--- config.mk ---
export PLATFORM = sky130hd
export DESIGN_NAME = tbe_queue
export DESIGN_NICKNAME = d
export VERILOG_FILES = /design/src/tbe_pkg.sv /design/src/tbe_queue.sv
export SDC_FILE = /design/constraint.sdc
export NUM_CORES = 1
export LEC_CHECK = 0
export ABC_CLOCK_PERIOD_IN_PS = 2300
export BUFFER_PORTS_ARGS = -buffer_cell sky130_fd_sc_hd__clkbuf_2
export CAP_MARGIN = 5
export CORE_UTILIZATION = 55
export CTS_CLUSTER_SIZE = 28
export DETAILED_ROUTE_END_ITERATION = 7
export PLACE_DENSITY = 0.89
export SLEW_MARGIN = 20
export SYNTH_ARGS = -nofsm -noshare
export SYNTH_HDL_FRONTEND = slang
export SYNTH_SLANG_ARGS = --single-unit
--- constraint.sdc ---
create_clock -name clk -period 2.3 [get_ports clk]
set_input_delay 0.23 -clock clk [delete_from_list [all_inputs] [get_ports clk]]
set_output_delay 0.23 -clock clk [all_outputs]
set_load 0.005 [all_outputs]
--- src/tbe_pkg.sv ---
// Shared types, constants and tables for the thresholded 3x3 binary erosion block.
// No dependencies; every other file except tbe_ram imports this package.
package tbe_pkg;

  // Frame limits and field widths
  localparam int MAX_WIDTH   = 2048;
  localparam int MAX_HEIGHT  = 2048;
  localparam int MIN_SIZE    = 3;
  localparam int SIZE_W      = 12;
  localparam int COL_W       = $clog2(MAX_WIDTH);
  localparam int ROW_W       = $clog2(MAX_HEIGHT);
  localparam int PIX_W       = 8;
  localparam int MASK_SEL_W  = 3;
  localparam int WIN_W       = 9;

  // Register file
  localparam int NUM_REGS    = 6;
  localparam int REG_IDX_W   = $clog2(NUM_REGS);
  localparam int PADDR_W     = REG_IDX_W + 2;
  localparam int PDATA_W     = 32;

  // Front-to-back queue (depth must be a power of two)
  localparam int QUEUE_DEPTH = 4;
  localparam int QPTR_W      = $clog2(QUEUE_DEPTH);
  localparam int QCNT_W      = $clog2(QUEUE_DEPTH + 1);

  // Structuring masks, bit row*3+col, row 0 on top, col 0 on the left
  localparam logic [WIN_W-1:0] MASK_TABLE [8] = '{
    9'h1FF,  // full 3x3
    9'h0BA,  // cross
    9'h038,  // horizontal line
    9'h092,  // vertical line
    9'h054,  // anti-diagonal
    9'h111,  // diagonal
    9'h007,  // top row
    9'h1C0   // bottom row
  };

  // Configuration as seen by the datapath, frame size already clamped
  typedef struct packed {
    logic [PIX_W-1:0]      threshold;
    logic [MASK_SEL_W-1:0] mask_select;
    logic [SIZE_W-1:0]     width;
    logic [SIZE_W-1:0]     height;
    logic [PIX_W-1:0]      low_level;
    logic [PIX_W-1:0]      high_level;
  } cfg_t;

  // One queued work word from front to back
  typedef struct packed {
    logic             is_pix;     // update window and line stores
    logic             bit_set;    // binarized pixel
    logic [COL_W-1:0] col;        // line store address
    logic             emit;       // produces a result
    logic             inner;      // result position is not on the border
    logic             frame_end;  // result is bottom right of the frame
  } item_t;

endpackage

--- src/tbe_queue.sv ---
// Short FIFO of work words between front and back end.
// Depends on tbe_pkg for item_t and the queue depth.
module tbe_queue
  import tbe_pkg::*;
(
  input  logic  clk,
  input  logic  rst_n,
  input  logic  push,
  input  item_t push_item,
  output logic  full,
  input  logic  pop,
  output item_t head,
  output logic  empty
);

  item_t             slot_r [QUEUE_DEPTH];
  logic [QPTR_W-1:0] wr_ptr_r, wr_ptr_nxt;
  logic [QPTR_W-1:0] rd_ptr_r, rd_ptr_nxt;
  logic [QCNT_W-1:0] count_r,  count_nxt;
  logic              do_push, do_pop;

  assign full    = (count_r == QCNT_W'(QUEUE_DEPTH));
  assign empty   = (count_r == '0);
  assign do_push = push && !full;
  assign do_pop  = pop && !empty;
  assign head    = slot_r[rd_ptr_r];

  // Advance pointers and occupancy
  always_comb begin
    wr_ptr_nxt = do_push ? wr_ptr_r + QPTR_W'(1) : wr_ptr_r;
    rd_ptr_nxt = do_pop  ? rd_ptr_r + QPTR_W'(1) : rd_ptr_r;
    count_nxt  = count_r;
    if (do_push && !do_pop) begin
      count_nxt = count_r + QCNT_W'(1);
    end else if (do_pop && !do_push) begin
      count_nxt = count_r - QCNT_W'(1);
    end
  end

  always_ff @(posedge clk) begin
    if (!rst_n) begin
      wr_ptr_r <= '0;
      rd_ptr_r <= '0;
      count_r  <= '0;
    end else begin
      wr_ptr_r <= wr_ptr_nxt;
      rd_ptr_r <= rd_ptr_nxt;
      count_r  <= count_nxt;
    end
  end

  // Store payload
  always_ff @(posedge clk) begin
    if (do_push) begin
      slot_r[wr_ptr_r] <= push_item;
    end
  end

endmodule

==> summary.md <==
| Metric | Value |
|---|---|
| Synth cell types | 23 |
| Fin Setup TNS | 0 ns |
| Half-perimeter wire length after placement | 2.99 mm |
| Synth-to-Final Area Change | 16.8% |
| Nets | 207 |
| Placeable Area | 4820 sq um |
| #FFs+latches synth | 73 |
| PD cells | 1080 nW/um^2 |
| Cell row count | 25 |
| Syn Inst Count | 132 |
| DRT iter0 DRCs | 95 |
| Clock latency at the later pin of the worst-skew pair | 0.33 ns |
| Ports | 38 |
| Largest net degree at the start of global routing | 17 |
| First-pass GRT wire length | 6.82 mm |
| Cell area after layout | 3290 sq um |
| Async SR Flop Fraction | 0% |
| Max_cap viols | 0 |
| Worst Skew | 0.00835 ns |
| Finished Layout Cells | 253 |
| Starting Density | 58.4% |
| Sink Count | 73 |
| Minimum clock period after layout | 2.14 ns |
| Port bufs | 37 |
| N_diodes | 0 |
| Routed vias/inst | 5.32 |
| Final RePlAce weighted congestion | 0.639 |
| Vias | 1,345 |
| Leak | 0.00117 uW |
| GRT Overall Usage | 18.8% |
| Mapped Avg Cell Area | 21.3 sq um |
| Crit path kind | reg2reg |
| Cell Area, Placed | 3080 sq um |
| CTS max path bufs | 2 |
| Synth Net Count | 158 |
| Count of pins over their slew limit | 0 |
| Post-synth EDFFs | 64 |
| Commonest non-fill, non-tap cell in the layout | edfxtp_1 |
| Clk slew on worst S/H paths | 0.07 ns |
| WHS | 0.114 ns |
| Fin. Hold Viols | 0 |
| Worst Hold Class | in2reg |
| Routed Antenna Nets | 0 |
| Placed Cells | 237 |
| Share of layout cells above drive strength 1 | 40.9% |
| Routed wire per std cell | 17.4 um |
| Most frequent cells in the layout | edfxtp_1, clkbuf_2, mux4_2 |
| Outcome | finished clean |
| Drt pass-1 iters | 4 |
| Setup crit end kind | flip-flop |
| Final wirelength | 4.41 mm |
| Post-cts gate resize count | 0 |
| YS warnings | 0 |
| Post-synthesis sequential area ratio | 74.7% |
| Slowest CP cell | dfxtp_1 |
| Congestion Overflow GR | 0 |
| DRC viols | 0 |
| Post-CTS setup buffer count | 0 |
| Crit-path cells | nor3b_2 > nor2b_1 > ha_1 > inv_1 > fa_1 > xor2_1 > or3_1 > a21boi_1 |
| WP data required | 2.57 ns |
| Final setup violation count | 0 |
| CTS root buf | clkbuf_8 |
| Maximum VDD drop | 0.000509 V |
| Max Fclk | 468 MHz |
| H-tree Lvls | 3 |
| Chip Width | 73.5 um |
| CP max stage delay | 0.49 ns |
| Total die area | 5400 sq um |
| Final Power | 3540 uW |
| Primary FF master, synth | edfxtp_1 |
| Critical path arrival | 2.40 ns |
| Number of global-route vias before repair | 1,422 |
| CTS tree | built |
| CTS Buf Count | 9 |
| Crit-path max FO | 6 |
| Hold_buf cts | 0 |
| Final Cycle Share | 92.9% |
| RSZ-0062 raised after global routing | no |
| Initial antenna violation count | 0 |
| Post-synth design cell area | 2810 sq um |
| CP Launch Type | flip-flop |
| Die H | 73.5 um |
| Worst-margin pin slew | 0.372 ns |
| Fillers | 311 |
| Worst slew margin | 75.2% |
routing by layer:
metal	share of wire, %	track usage (%)	up-vias
met2	53	30.7	36
met3	4.4	7.54	9
met1	41	21.2	683
met5	0	0	-
li1	-	-	617
met4	1.8	10.0	0
worst max-delay path, delay by kind of cell, from the launching register on:
kind,cells,cell delay (ns)
compound gates,1,0.14
xor+xnor,1,0.15
fa+ha+maj,2,0.60
buf+inv,1,0.06
flops,1,0.49
simple gates,3,0.62
registers in the layout (all words and copies together) (netlist names), named ones only:
name,count
count_r,3
rd_ptr_r,2
slot_r,64
wr_ptr_r,2
layout make-up:
cell class	count	area, sq um	share of cell area (%)
Clock buffer	14	173	5.26
Tap cell	67	83.8	2.55
Inverter	3	11.3	0.343
Multi-Input combinational cell	50	643	19.6
Timing Repair Buffer	44	238	7.24
Clock inverter	2	35.0	1.07
Sequential cell	73	2100	64.0
report_power, final:
group	internal (uW)	switching, uW	leakage, uW
logic	452	383	0.000407
clock network	589	423	0.000107
registers	1620	80.1	0.000661
total	2660	886	0.00117
stage by stage:
step / setup slack, ns / util (%)
4_1_cts: 0.135 / 68.2
2_1_floorplan: 0.284 / -
3_3_place_gp: 0.347 / 63.9
3_5_place_dp: 0.149 / 63.9
5_1_grt: 0.0397 / 68.2
6_report: 0.163 / 68.2
path summary, 6_finish.rpt:
kind / start / endpoint / slack [ns] / cells after the start
max: count_r[0] / count_r[2] / 0.16 / 8
min: push_item[12] / slot_r[3][12] / 0.11 / 1
max reg2reg: count_r[0] / count_r[2] / 0.16 / 8
min reg2reg: wr_ptr_r[1] / wr_ptr_r[1] / 0.52 / 2
Yosys cell counts, types with 2 or more instances:
cell | number | area, sq um
xnor2_1 | 3 | 26.3
mux4_2 | 16 | 360
and2_1 | 8 | 50.1
nand2_1 | 4 | 15.0
inv_1 | 3 | 11.3
nor2b_1 | 2 | 12.5
edfxtp_1 | 64 | 1920
dfxtp_1 | 9 | 180
buf_2 | 2 | 10.0
mux2i_1 | 3 | 30.0
buf_6 | 2 | 22.5
ha_1 | 5 | 62.6
kinds of logic after synthesis:
kind of cell,count (synthesis),synth area share (%)
buf+inv,9,2.40
xor+xnor,4,1.25
simple gates,17,3.60
compound gates,4,1.20
fa+ha+maj,6,2.94
flops,73,74.7
mux,19,13.9
No activity file was read; power rests on OpenSTA's default activity.
