`src/tbe_pkg.sv`:
```
// Shared types, constants and tables for the thresholded 3x3 binary erosion block.
// No dependencies; every other file except tbe_ram imports this package.
package tbe_pkg;

  // Frame limits and field widths
  localparam int MAX_WIDTH   = 2048;
  localparam int MAX_HEIGHT  = 2048;
  localparam int MIN_SIZE    = 3;
  localparam int SIZE_W      = 12;
  localparam int COL_W       = $clog2(MAX_WIDTH);
  localparam int ROW_W       = $clog2(MAX_HEIGHT);
  localparam int PIX_W       = 8;
  localparam int MASK_SEL_W  = 3;
  localparam int WIN_W       = 9;

  // Register file
  localparam int NUM_REGS    = 6;
  localparam int REG_IDX_W   = $clog2(NUM_REGS);
  localparam int PADDR_W     = REG_IDX_W + 2;
  localparam int PDATA_W     = 32;

  // Front-to-back queue (depth must be a power of two)
  localparam int QUEUE_DEPTH = 4;
  localparam int QPTR_W      = $clog2(QUEUE_DEPTH);
  localparam int QCNT_W      = $clog2(QUEUE_DEPTH + 1);

  // Structuring masks, bit row*3+col, row 0 on top, col 0 on the left
  localparam logic [WIN_W-1:0] MASK_TABLE [8] = '{
    9'h1FF,  // full 3x3
    9'h0BA,  // cross
    9'h038,  // horizontal line
    9'h092,  // vertical line
    9'h054,  // anti-diagonal
    9'h111,  // diagonal
    9'h007,  // top row
    9'h1C0   // bottom row
  };

  // Configuration as seen by the datapath, frame size already clamped
  typedef struct packed {
    logic [PIX_W-1:0]      threshold;
    logic [MASK_SEL_W-1:0] mask_select;
    logic [SIZE_W-1:0]     width;
    logic [SIZE_W-1:0]     height;
    logic [PIX_W-1:0]      low_level;
    logic [PIX_W-1:0]      high_level;
  } cfg_t;

  // One queued work word from front to back
  typedef struct packed {
    logic             is_pix;     // update window and line stores
    logic             bit_set;    // binarized pixel
    logic [COL_W-1:0] col;        // line store address
    logic             emit;       // produces a result
    logic             inner;      // result position is not on the border
    logic             frame_end;  // result is bottom right of the frame
  } item_t;

endpackage

```
`src/tbe_cfg.sv`:
```
// APB-style register file: threshold, mask, frame size and output levels.
// Depends on tbe_pkg for widths and the cfg_t bundle.
module tbe_cfg
  import tbe_pkg::*;
(
  input  logic               clk,
  input  logic               rst_n,
  input  logic               psel,
  input  logic               penable,
  input  logic               pwrite,
  input  logic [PADDR_W-1:0] paddr,
  input  logic [PDATA_W-1:0] pwdata,
  output logic [PDATA_W-1:0] prdata,
  output logic               pready,
  output cfg_t               cfg
);

  typedef enum logic [REG_IDX_W-1:0] {
    REG_THRESHOLD    = 3'd0,
    REG_MASK_SELECT  = 3'd1,
    REG_FRAME_WIDTH  = 3'd2,
    REG_FRAME_HEIGHT = 3'd3,
    REG_LOW_LEVEL    = 3'd4,
    REG_HIGH_LEVEL   = 3'd5
  } reg_idx_t;

  logic [PIX_W-1:0]      threshold_r,  threshold_nxt;
  logic [MASK_SEL_W-1:0] mask_sel_r,   mask_sel_nxt;
  logic [SIZE_W-1:0]     fwidth_r,     fwidth_nxt;
  logic [SIZE_W-1:0]     fheight_r,    fheight_nxt;
  logic [PIX_W-1:0]      low_r,        low_nxt;
  logic [PIX_W-1:0]      high_r,       high_nxt;
  logic                  wr_en;
  reg_idx_t              idx;

  assign pready = 1'b1;
  assign wr_en  = psel & penable & pwrite & pready;
  assign idx    = reg_idx_t'(paddr[PADDR_W-1:2]);

  // Decode the write
  always_comb begin
    threshold_nxt = threshold_r;
    mask_sel_nxt  = mask_sel_r;
    fwidth_nxt    = fwidth_r;
    fheight_nxt   = fheight_r;
    low_nxt       = low_r;
    high_nxt      = high_r;
    if (wr_en) begin
      case (idx)
        REG_THRESHOLD:    threshold_nxt = pwdata[PIX_W-1:0];
        REG_MASK_SELECT:  mask_sel_nxt  = pwdata[MASK_SEL_W-1:0];
        REG_FRAME_WIDTH:  fwidth_nxt    = pwdata[SIZE_W-1:0];
        REG_FRAME_HEIGHT: fheight_nxt   = pwdata[SIZE_W-1:0];
        REG_LOW_LEVEL:    low_nxt       = pwdata[PIX_W-1:0];
        REG_HIGH_LEVEL:   high_nxt      = pwdata[PIX_W-1:0];
        default: ;
      endcase
    end
  end

  always_ff @(posedge clk) begin
    if (!rst_n) begin
      threshold_r <= PIX_W'(204);
      mask_sel_r  <= '0;
      fwidth_r    <= SIZE_W'(640);
      fheight_r   <= SIZE_W'(480);
      low_r       <= '0;
      high_r      <= PIX_W'(255);
    end else begin
      threshold_r <= threshold_nxt;
      mask_sel_r  <= mask_sel_nxt;
      fwidth_r    <= fwidth_nxt;
      fheight_r   <= fheight_nxt;
      low_r       <= low_nxt;
      high_r      <= high_nxt;
    end
  end

  // Read back raw register values
  always_comb begin
    case (idx)
      REG_THRESHOLD:    prdata = PDATA_W'(threshold_r);
      REG_MASK_SELECT:  prdata = PDATA_W'(mask_sel_r);
      REG_FRAME_WIDTH:  prdata = PDATA_W'(fwidth_r);
      REG_FRAME_HEIGHT: prdata = PDATA_W'(fheight_r);
      REG_LOW_LEVEL:    prdata = PDATA_W'(low_r);
      REG_HIGH_LEVEL:   prdata = PDATA_W'(high_r);
      default:          prdata = '0;
    endcase
  end

  // Clamp frame size to the supported range
  always_comb begin
    cfg.threshold   = threshold_r;
    cfg.mask_select = mask_sel_r;
    cfg.low_level   = low_r;
    cfg.high_level  = high_r;
    if (fwidth_r < SIZE_W'(MIN_SIZE)) begin
      cfg.width = SIZE_W'(MIN_SIZE);
    end else if (fwidth_r > SIZE_W'(MAX_WIDTH)) begin
      cfg.width = SIZE_W'(MAX_WIDTH);
    end else begin
      cfg.width = fwidth_r;
    end
    if (fheight_r < SIZE_W'(MIN_SIZE)) begin
      cfg.height = SIZE_W'(MIN_SIZE);
    end else if (fheight_r > SIZE_W'(MAX_HEIGHT)) begin
      cfg.height = SIZE_W'(MAX_HEIGHT);
    end else begin
      cfg.height = fheight_r;
    end
  end

endmodule

```
`config.mk`:
```
export PLATFORM = sky130hd
export DESIGN_NAME = tbe_cfg
export DESIGN_NICKNAME = d
export VERILOG_FILES = /design/src/tbe_pkg.sv /design/src/tbe_cfg.sv
export SDC_FILE = /design/constraint.sdc
export NUM_CORES = 1
export LEC_CHECK = 0
export BUFFER_PORTS_ARGS = -buffer_cell sky130_fd_sc_hd__buf_2
export CAP_MARGIN = 20
export CORE_ASPECT_RATIO = 0.7
export CORE_MARGIN = 2
export CORE_UTILIZATION = 40
export DETAILED_ROUTE_END_ITERATION = 8
export GPL_ROUTABILITY_DRIVEN = 0
export PLACE_DENSITY_LB_ADDON = 0.05
export SLEW_MARGIN = 20
export SYNTH_ARGS = -nofsm -noshare
export SYNTH_HDL_FRONTEND = slang
export SYNTH_SLANG_ARGS = --single-unit
```
`constraint.sdc`:
```
create_clock -name clk -period 2.9 [get_ports clk]
set_input_delay 0 -clock clk [delete_from_list [all_inputs] [get_ports clk]]
set_output_delay 0 -clock clk [all_outputs]
set_load 0.005 [all_outputs]
```
==> impl_summary.txt, run 1 <==
----------------------------------------------------
[Run status]
  Result of the run ... completed

[Run]
  Max-cap violations ... 0

[Final layout]
  Antenna Diode Count ... 0
  Layout overhead on the synthesized area ... 20.5%
  Layout Nets ... roughly 440
  Post-route non-filler standard cell count ... roughly 490
  Layout cells sized above 1 ... between 20% and 30%

[Clocking]
  # clock sinks ... about 50
  Worst skew pair latency ... 0.30 ns
  Clk slew on worst S/H paths ... 0.10 ns
  Total clock buffers created by CTS ... 5
  CTS H-tree depth ... 2
  Maximum count of clock buffers along a single path ... 2
  Setup bufs post-CTS ... 0
  Cell at the root of the clock tree ... sky130_fd_sc_hd__clkbuf_8
  TritonCTS clock tree ... yes

[STA]
  Minimum clock period ... 1.64 ns
  Highest clock rate ... 0.609 GHz
  Sum of negative setup slack ... 0 ns
  Count of endpoints failing setup in the final report ... 0
  Unrepaired setup endpoints after global routing ... no
  Final Cycle Share ... a little under three fifths
  Final Hold Viols ... 0
  Headroom to the max-slew limit ... a little over half
  Max Transition Viols Final ... 0
  Worst Skew ... 0 ns
  Least-Margin Pin Slew ... between 0.7 and 0.8 ns

[Routing]
  Remaining number of nets flagged by the antenna check after routing ... 0
  Via density per instance ... 4.87
  Total via count in the routed design ... ~2,400
  1st-iter DRT viols ... between 80 and 90
  First drt pass iteration count ... 4
  WL final ... 7390 microns
  Post-DR wirelength/cell ... 14.9 microns
  DRC viols ... 0

[Critical path]
  Peak per-stage delay on the critical path ... around 0.44 ns
  Reg-to-reg setup timing slack ... between 1.5 and 2 ns
  Reg-to-reg endpoint ... fheight_r[11]
  Cells traversed along the worst timing path ... nor4_1 -> nand3_1 -> a21oi_1 -> buf_2
  Crit end category ... primary output
  Startpoint of the lowest-slack register-to-register path ... fheight_r[11]
  Library cell contributing the largest single delay on the critical path ... sky130_fd_sc_hd__nor4_1
  Startpoint class of the critical path ... register
  Total buffers and inverters traversed by the critical path ... 1
  Type of the worst setup path ... register to primary output
  Worst-path fanout max ... 4
  Required time reported for the critical path endpoint ... ~2.9 ns
  Register-to-Register Path Depth ... 2
  Arrival @ worst endpoint ... roughly 1.6 ns
  Category of cells accounting for the largest share of critical-path delay ... simple AND/OR/NAND/NOR gates

[Yosys]
  Post-synthesis average cell area ... around 8.7 sq um
  Yosys cell types ... 35
  Sequential area share after synthesis ... 36.5%
  Number of standard cells after synthesis ... about 320
  Synth warnings ... 0
  Netlist Area Pre-Place ... 0.00279 sq mm
  Synth Register Bits ... between 50 and 60

[Global routing]
  Grt ovf ... 0
  Pin count of the biggest net entering global routing ... 69
  Vias in the first global route ... about 2,200
  Number of antenna violations at the first check in global routing ... 0
  First-pass GRT wire length ... roughly 11,000 microns
  GRT Total Usage ... approximately 19%

[Hold path]
  Destination of the worst hold path ... high_r[5]
  Instance count along the most critical hold path ... 3
  Type of the tightest min-delay check ... input pin to register
  Hold Startpoint ... pwdata[5]

[Placed design]
  Number of port buffers ... 82
  Placed instance count ... between 400 and 500
  Post-detailed-placement half-perimeter wirelength ... 5350 microns

[Pwr]
  Total power per unit cell area ... just under 400 mW/mm^2
  Static Leak ... around 1.5 nW
  VDD IR max ... approximately 170 uV

[Die]
  DIE WIDTH ... roughly 100 microns
  Area inside the core boundary ... just under 0.007 sq mm
  Io pins ... approximately 130
  Floorplan row count ... 25
  Initial standard-cell utilization of the core ... around two fifths
  Vert. Die Dim ... roughly 74 microns
  Die area ... 0.00768 sq mm

----------------------------------------------------
## cell type report
type                    count  area, sq um
fillers                   699         3390
flip-flops and latches     51         1020
clock inverters             1         7.51
inverters                  16         60.1
clock buffers               7         96.3
repair buffers             95          548
well taps                  94          118
multi-input cells         230         1520
## power breakdown
group | internal, W | switching [W]
clock network | 0.000218 | 0.000246
logic | 0.0000643 | 0.0000920
registers | 0.000706 | 0.00000617
total | 0.000988 | 0.000344
## what timing repair did
action | CTS | global route
endpoints found under the setup margin | 0 | 0
hold buffers | 11 | 0
endpoints found under the hold margin | 15 | 0
resized for setup | 0 | 0
## through the flow
stage | total power (W) | instance area, sq um | util, % | worst slack [ns] | hold WS (ns)
4_1_cts | 0.00134 | 3370 | 49.8 | 1.26 | 0.00290
5_1_grt | 0.00138 | 3370 | 49.8 | 1.19 | 0.0204
3_3_place_gp | 0.000874 | 3150 | 46.7 | 1.19 | 0.261
6_report | 0.00133 | 3370 | 49.8 | 1.26 | 0.00352
2_1_floorplan | 0.000838 | 2870 | - | 1.96 | 0.142
3_5_place_dp | 0.000874 | 3150 | 46.7 | 1.15 | 0.268
## flip-flops by register name, summed over array words and instances (netlist names)
register,cells
low_r,8
fheight_r,12
threshold_r,8
fwidth_r,12
mask_sel_r,3
high_r,8
## worst max path at each step
stage / from / endpoint / slack [ns] / cells past startpoint
2_1_floorplan: rst_n / fheight_r[5] / 1.96 / 4
3_3_place_gp: paddr[4] / fwidth_r[3] / 1.19 / 5
3_5_place_dp: paddr[4] / fwidth_r[10] / 1.15 / 5
4_1_cts: fheight_r[6] / cfg[16] / 1.26 / 4
5_1_grt: fheight_r[6] / cfg[17] / 1.19 / 4
6_report: fheight_r[6] / cfg[16] / 1.26 / 4
## worst register-to-register path: stages (launching register included)
cell	delay (ns)
sky130_fd_sc_hd__dfxtp_1	0.65
sky130_fd_sc_hd__nand2_1	0.09
sky130_fd_sc_hd__mux2i_1	0.13
## cell usage in the layout, fill, tap and decap left out, drive strengths merged, types with 2 or more instances in the layout
master	synthesis	routed
conb	2	21
nand3	2	2
dfxtp	51	51
nor3	4	4
nor3b	2	2
o221ai	7	7
o311ai	4	4
mux2	2	2
dlygate4sd3	0	11
nor2	12	12
nor2b	27	27
o21ai	12	12
buf	29	84
mux2i	54	54
or3	2	2
nor4	2	2
nand2	53	53
a22oi	4	4
a21oi	4	4
inv	16	16
nand2b	3	3
clkbuf	14	7
o211ai	8	8
## routing by layer
layer	part of all wire (%)	GRT usage [%]	wire [microns]	vias up
li1	-	-	-	1200
met1	50	27.5	3680	1135
met2	45	30.8	3300	66
met3	4.9	3.55	364	5
met4	0.56	3.75	41	0
met5	0	0	0	-
## logic make-up after synthesis
family	synth area share, %
AND/OR/NAND/NOR	21.0
buffers and inverters	11.7
multiplexers	20.2
flip-flops	36.5
AO/OA/AOI/OAI	10.3
other	0.269
## synthesized netlist by cell type
master / instances / area, sq um
sky130_fd_sc_hd__o221ai_1: 7 / 61.3
sky130_fd_sc_hd__buf_2: 4 / 20.0
sky130_fd_sc_hd__buf_6: 2 / 22.5
sky130_fd_sc_hd__nand2b_1: 3 / 18.8
sky130_fd_sc_hd__nor2b_1: 27 / 169
sky130_fd_sc_hd__nor3b_1: 1 / 7.51
sky130_fd_sc_hd__conb_1: 2 / 7.51
sky130_fd_sc_hd__a22oi_1: 4 / 30.0
sky130_fd_sc_hd__nor3_1: 3 / 15.0
sky130_fd_sc_hd__dfxtp_1: 51 / 1020
sky130_fd_sc_hd__nand3_1: 2 / 10.0
sky130_fd_sc_hd__mux2i_1: 54 / 541
sky130_fd_sc_hd__nor2_4: 1 / 11.3
sky130_fd_sc_hd__or2_1: 1 / 6.26
sky130_fd_sc_hd__nand2_1: 52 / 195
sky130_fd_sc_hd__clkbuf_1: 14 / 52.6
sky130_fd_sc_hd__o21ai_0: 12 / 60.1
sky130_fd_sc_hd__o211ai_1: 8 / 60.1
sky130_fd_sc_hd__nor3_4: 1 / 16.3
sky130_fd_sc_hd__buf_4: 23 / 173
sky130_fd_sc_hd__nor4_1: 2 / 12.5
sky130_fd_sc_hd__inv_1: 16 / 60.1
sky130_fd_sc_hd__nand2_2: 1 / 6.26
sky130_fd_sc_hd__o21a_1: 1 / 7.51
sky130_fd_sc_hd__nand4b_4: 1 / 23.8
sky130_fd_sc_hd__o2bb2ai_1: 1 / 8.76
sky130_fd_sc_hd__nand4_4: 1 / 21.3
sky130_fd_sc_hd__or3_1: 2 / 12.5
sky130_fd_sc_hd__and2_1: 1 / 6.26
sky130_fd_sc_hd__o22ai_1: 1 / 6.26
sky130_fd_sc_hd__o311ai_0: 4 / 35.0
sky130_fd_sc_hd__nor3b_2: 1 / 12.5
sky130_fd_sc_hd__a21oi_1: 4 / 20.0
sky130_fd_sc_hd__mux2_2: 2 / 22.5
sky130_fd_sc_hd__nor2_1: 11 / 41.3
Power figures use the tool's default switching activity.
==> inputs of run 2 (changes only) <==
==> constraint.sdc (replaced) <==
create_clock -name clk -period 1.5 [get_ports clk]
set_input_delay 0 -clock clk [delete_from_list [all_inputs] [get_ports clk]]
set_output_delay 0 -clock clk [all_outputs]
set_load 0.005 [all_outputs]
==> impl_summary.txt, run 2 (synthesis gave the netlist of run 1 again) <==
----------------------------------------------------
[Global routing]
  First-pass GRT wire length ... between 10,000 and 15,000 microns
  Vias in the first global route ... 2,278
  GRT Total Usage ... about 20%
  Grt ovf ... 0
  Pin count of the biggest net entering global routing ... 22
  Number of antenna violations at the first check in global routing ... 0

[Pwr]
  Static Leak ... between 1.5 and 2 nW
  Total power per unit cell area ... ~750 mW/mm^2
  VDD IR max ... about 360 uV

[Final layout]
  Final cell utilization of the core ... a little over half
  Most used cells in the layout excluding fill and tap cells ... 82 x sky130_fd_sc_hd__buf_2, 54 x sky130_fd_sc_hd__mux2i_1, 52 x sky130_fd_sc_hd__nand2_1
  Layout overhead on the synthesized area ... 25.9%
  Leading cell type in the layout, fill and taps excluded ... sky130_fd_sc_hd__buf_2
  Antenna Diode Count ... 0
  Registers with the most flip-flops ... fheight_r (12), fwidth_r (12)
  Final design area excluding fillers ... 0.00352 sq mm
  Layout cells sized above 1 ... 29.3%
  Layout Nets ... 455
  Layout filler cell count ... about 700

[Routing]
  Post-DR wirelength/cell ... 15.0 microns
  DRC viols ... 0
  Remaining number of nets flagged by the antenna check after routing ... 0
  Total via count in the routed design ... about 2,400
  First drt pass iteration count ... 4
  Via density per instance ... 4.76
  1st-iter DRT viols ... roughly 80
  WL final ... roughly 7600 microns

[Die]
  Io pins ... between 100 and 150
  Area inside the core boundary ... about 0.0068 sq mm
  Floorplan row count ... 25
  Vert. Die Dim ... ~74 microns
  DIE WIDTH ... between 100 and 150 microns
  Initial standard-cell utilization of the core ... between 40% and 50%
  Die area ... approximately 0.0077 sq mm

[Clocking]
  Clk slew on worst S/H paths ... ~0.090 ns
  Maximum count of clock buffers along a single path ... 2
  Worst skew pair latency ... ~0.3 ns
  TritonCTS clock tree ... yes
  Setup bufs post-CTS ... 0
  CTS H-tree depth ... 2
  Total clock buffers created by CTS ... 5
  Cell at the root of the clock tree ... sky130_fd_sc_hd__clkbuf_8
  # clock sinks ... just over 50

[Placed design]
  Post-Place Setup Slack ... between 0.15 and 0.2 ns
  Post-detailed-placement half-perimeter wirelength ... about 5800 microns
  Number of port buffers ... roughly 80
  Standard cell area after detailed placement ... approximately 0.0033 sq mm

[STA]
  Final setup slack of the worst path ... about 0.035 ns
  Highest clock rate ... 0.683 GHz
  Unrepaired setup endpoints after global routing ... no
  Least-Margin Pin Slew ... around 0.57 ns
  Headroom to the max-slew limit ... between 60% and 70%
  Max Transition Viols Final ... 0
  Minimum clock period ... 1.46 ns
  Worst Skew ... 0 ns
  Final Cycle Share ... approximately 100%
  Count of endpoints failing setup in the final report ... 0
  Sum of negative setup slack ... 0 ns
  Final Hold Viols ... 0

[Critical path]
  Category of cells accounting for the largest share of critical-path delay ... simple AND/OR/NAND/NOR gates
  Crit end category ... primary output
  Required time reported for the critical path endpoint ... about 1.5 ns
  Peak per-stage delay on the critical path ... roughly 0.35 ns
  Library cell contributing the largest single delay on the critical path ... sky130_fd_sc_hd__dfxtp_2
  Type of the worst setup path ... register to primary output
  Arrival @ worst endpoint ... between 1 and 1.5 ns
  Startpoint class of the critical path ... register
  Total buffers and inverters traversed by the critical path ... 1
  Worst-path fanout max ... 4
  Cells traversed along the worst timing path ... nor4_4 -> nand3_1 -> a21oi_1 -> buf_2

[Hold path]
  Type of the tightest min-delay check ... input pin to register

[Run]
  Max-cap violations ... 0

[Run status]
  Result of the run ... completed

----------------------------------------------------
## run 2: report_power, final
part	leakage (nW)	switching [W]	internal, W
clock	0.0513	0.000437	0.000490
sequential	0.412	0.0000128	0.00136
combinational	1.13	0.000183	0.000143
total	1.59	0.000633	0.00200
## run 2: per-stage QoR
stage                     std cells  total power (W)  hold slack (ns)
after detailed placement        489          0.00171            0.279
after CTS                       507          0.00266           0.0237
final                           507          0.00263           0.0322
after floorplan                 340          0.00162            0.142
after global placement          489          0.00171            0.261
after global routing            507          0.00276           0.0311
## run 2: final cells by class
class / instances / area, sq um / area share [%]
multi-input cells: 230 / 1560 / 44.3
flip-flops and latches: 51 / 1030 / 29.2
repair buffers: 109 / 653 / 18.6
well taps: 94 / 118 / 3.34
clock buffers: 6 / 72.6 / 2.06
inverters: 16 / 60.1 / 1.71
clock inverters: 1 / 30.0 / 0.853
## run 2: layer usage
metal | part of all wire, % | track usage, % | vias up | wire length, microns
li1 | - | - | 1230 | -
met1 | 52 | 27.8 | 1121 | 3940
met2 | 44 | 33.0 | 59 | 3350
met3 | 3.6 | 4.08 | 2 | 272
met4 | 0.32 | 3.15 | 0 | 24
met5 | 0 | 0 | - | 0
## run 2: worst register-to-register path: stages (launching register included)
cell,delay (ns)
sky130_fd_sc_hd__dfxtp_1,0.69
sky130_fd_sc_hd__nand2_1,0.09
sky130_fd_sc_hd__mux2i_1,0.13
## run 2: worst paths after layout
check | start | endpoint | slack (ns) | depth (start not counted)
max | fwidth_r[8] | cfg[29] | 0.04 | 4
min | pwdata[5] | fwidth_r[5] | 0.03 | 3
min reg2reg | low_r[7] | low_r[7] | 0.48 | 2
max reg2reg | fheight_r[11] | fheight_r[11] | 0.52 | 2
## run 2: timing repair
item                                   4_1_cts  5_1_grt
setup endpoints to repair                    4        4
endpoints found under the hold margin       15        0
hold buffers                                11        0
gates resized for setup                      3        8
pin swaps                                    1        6
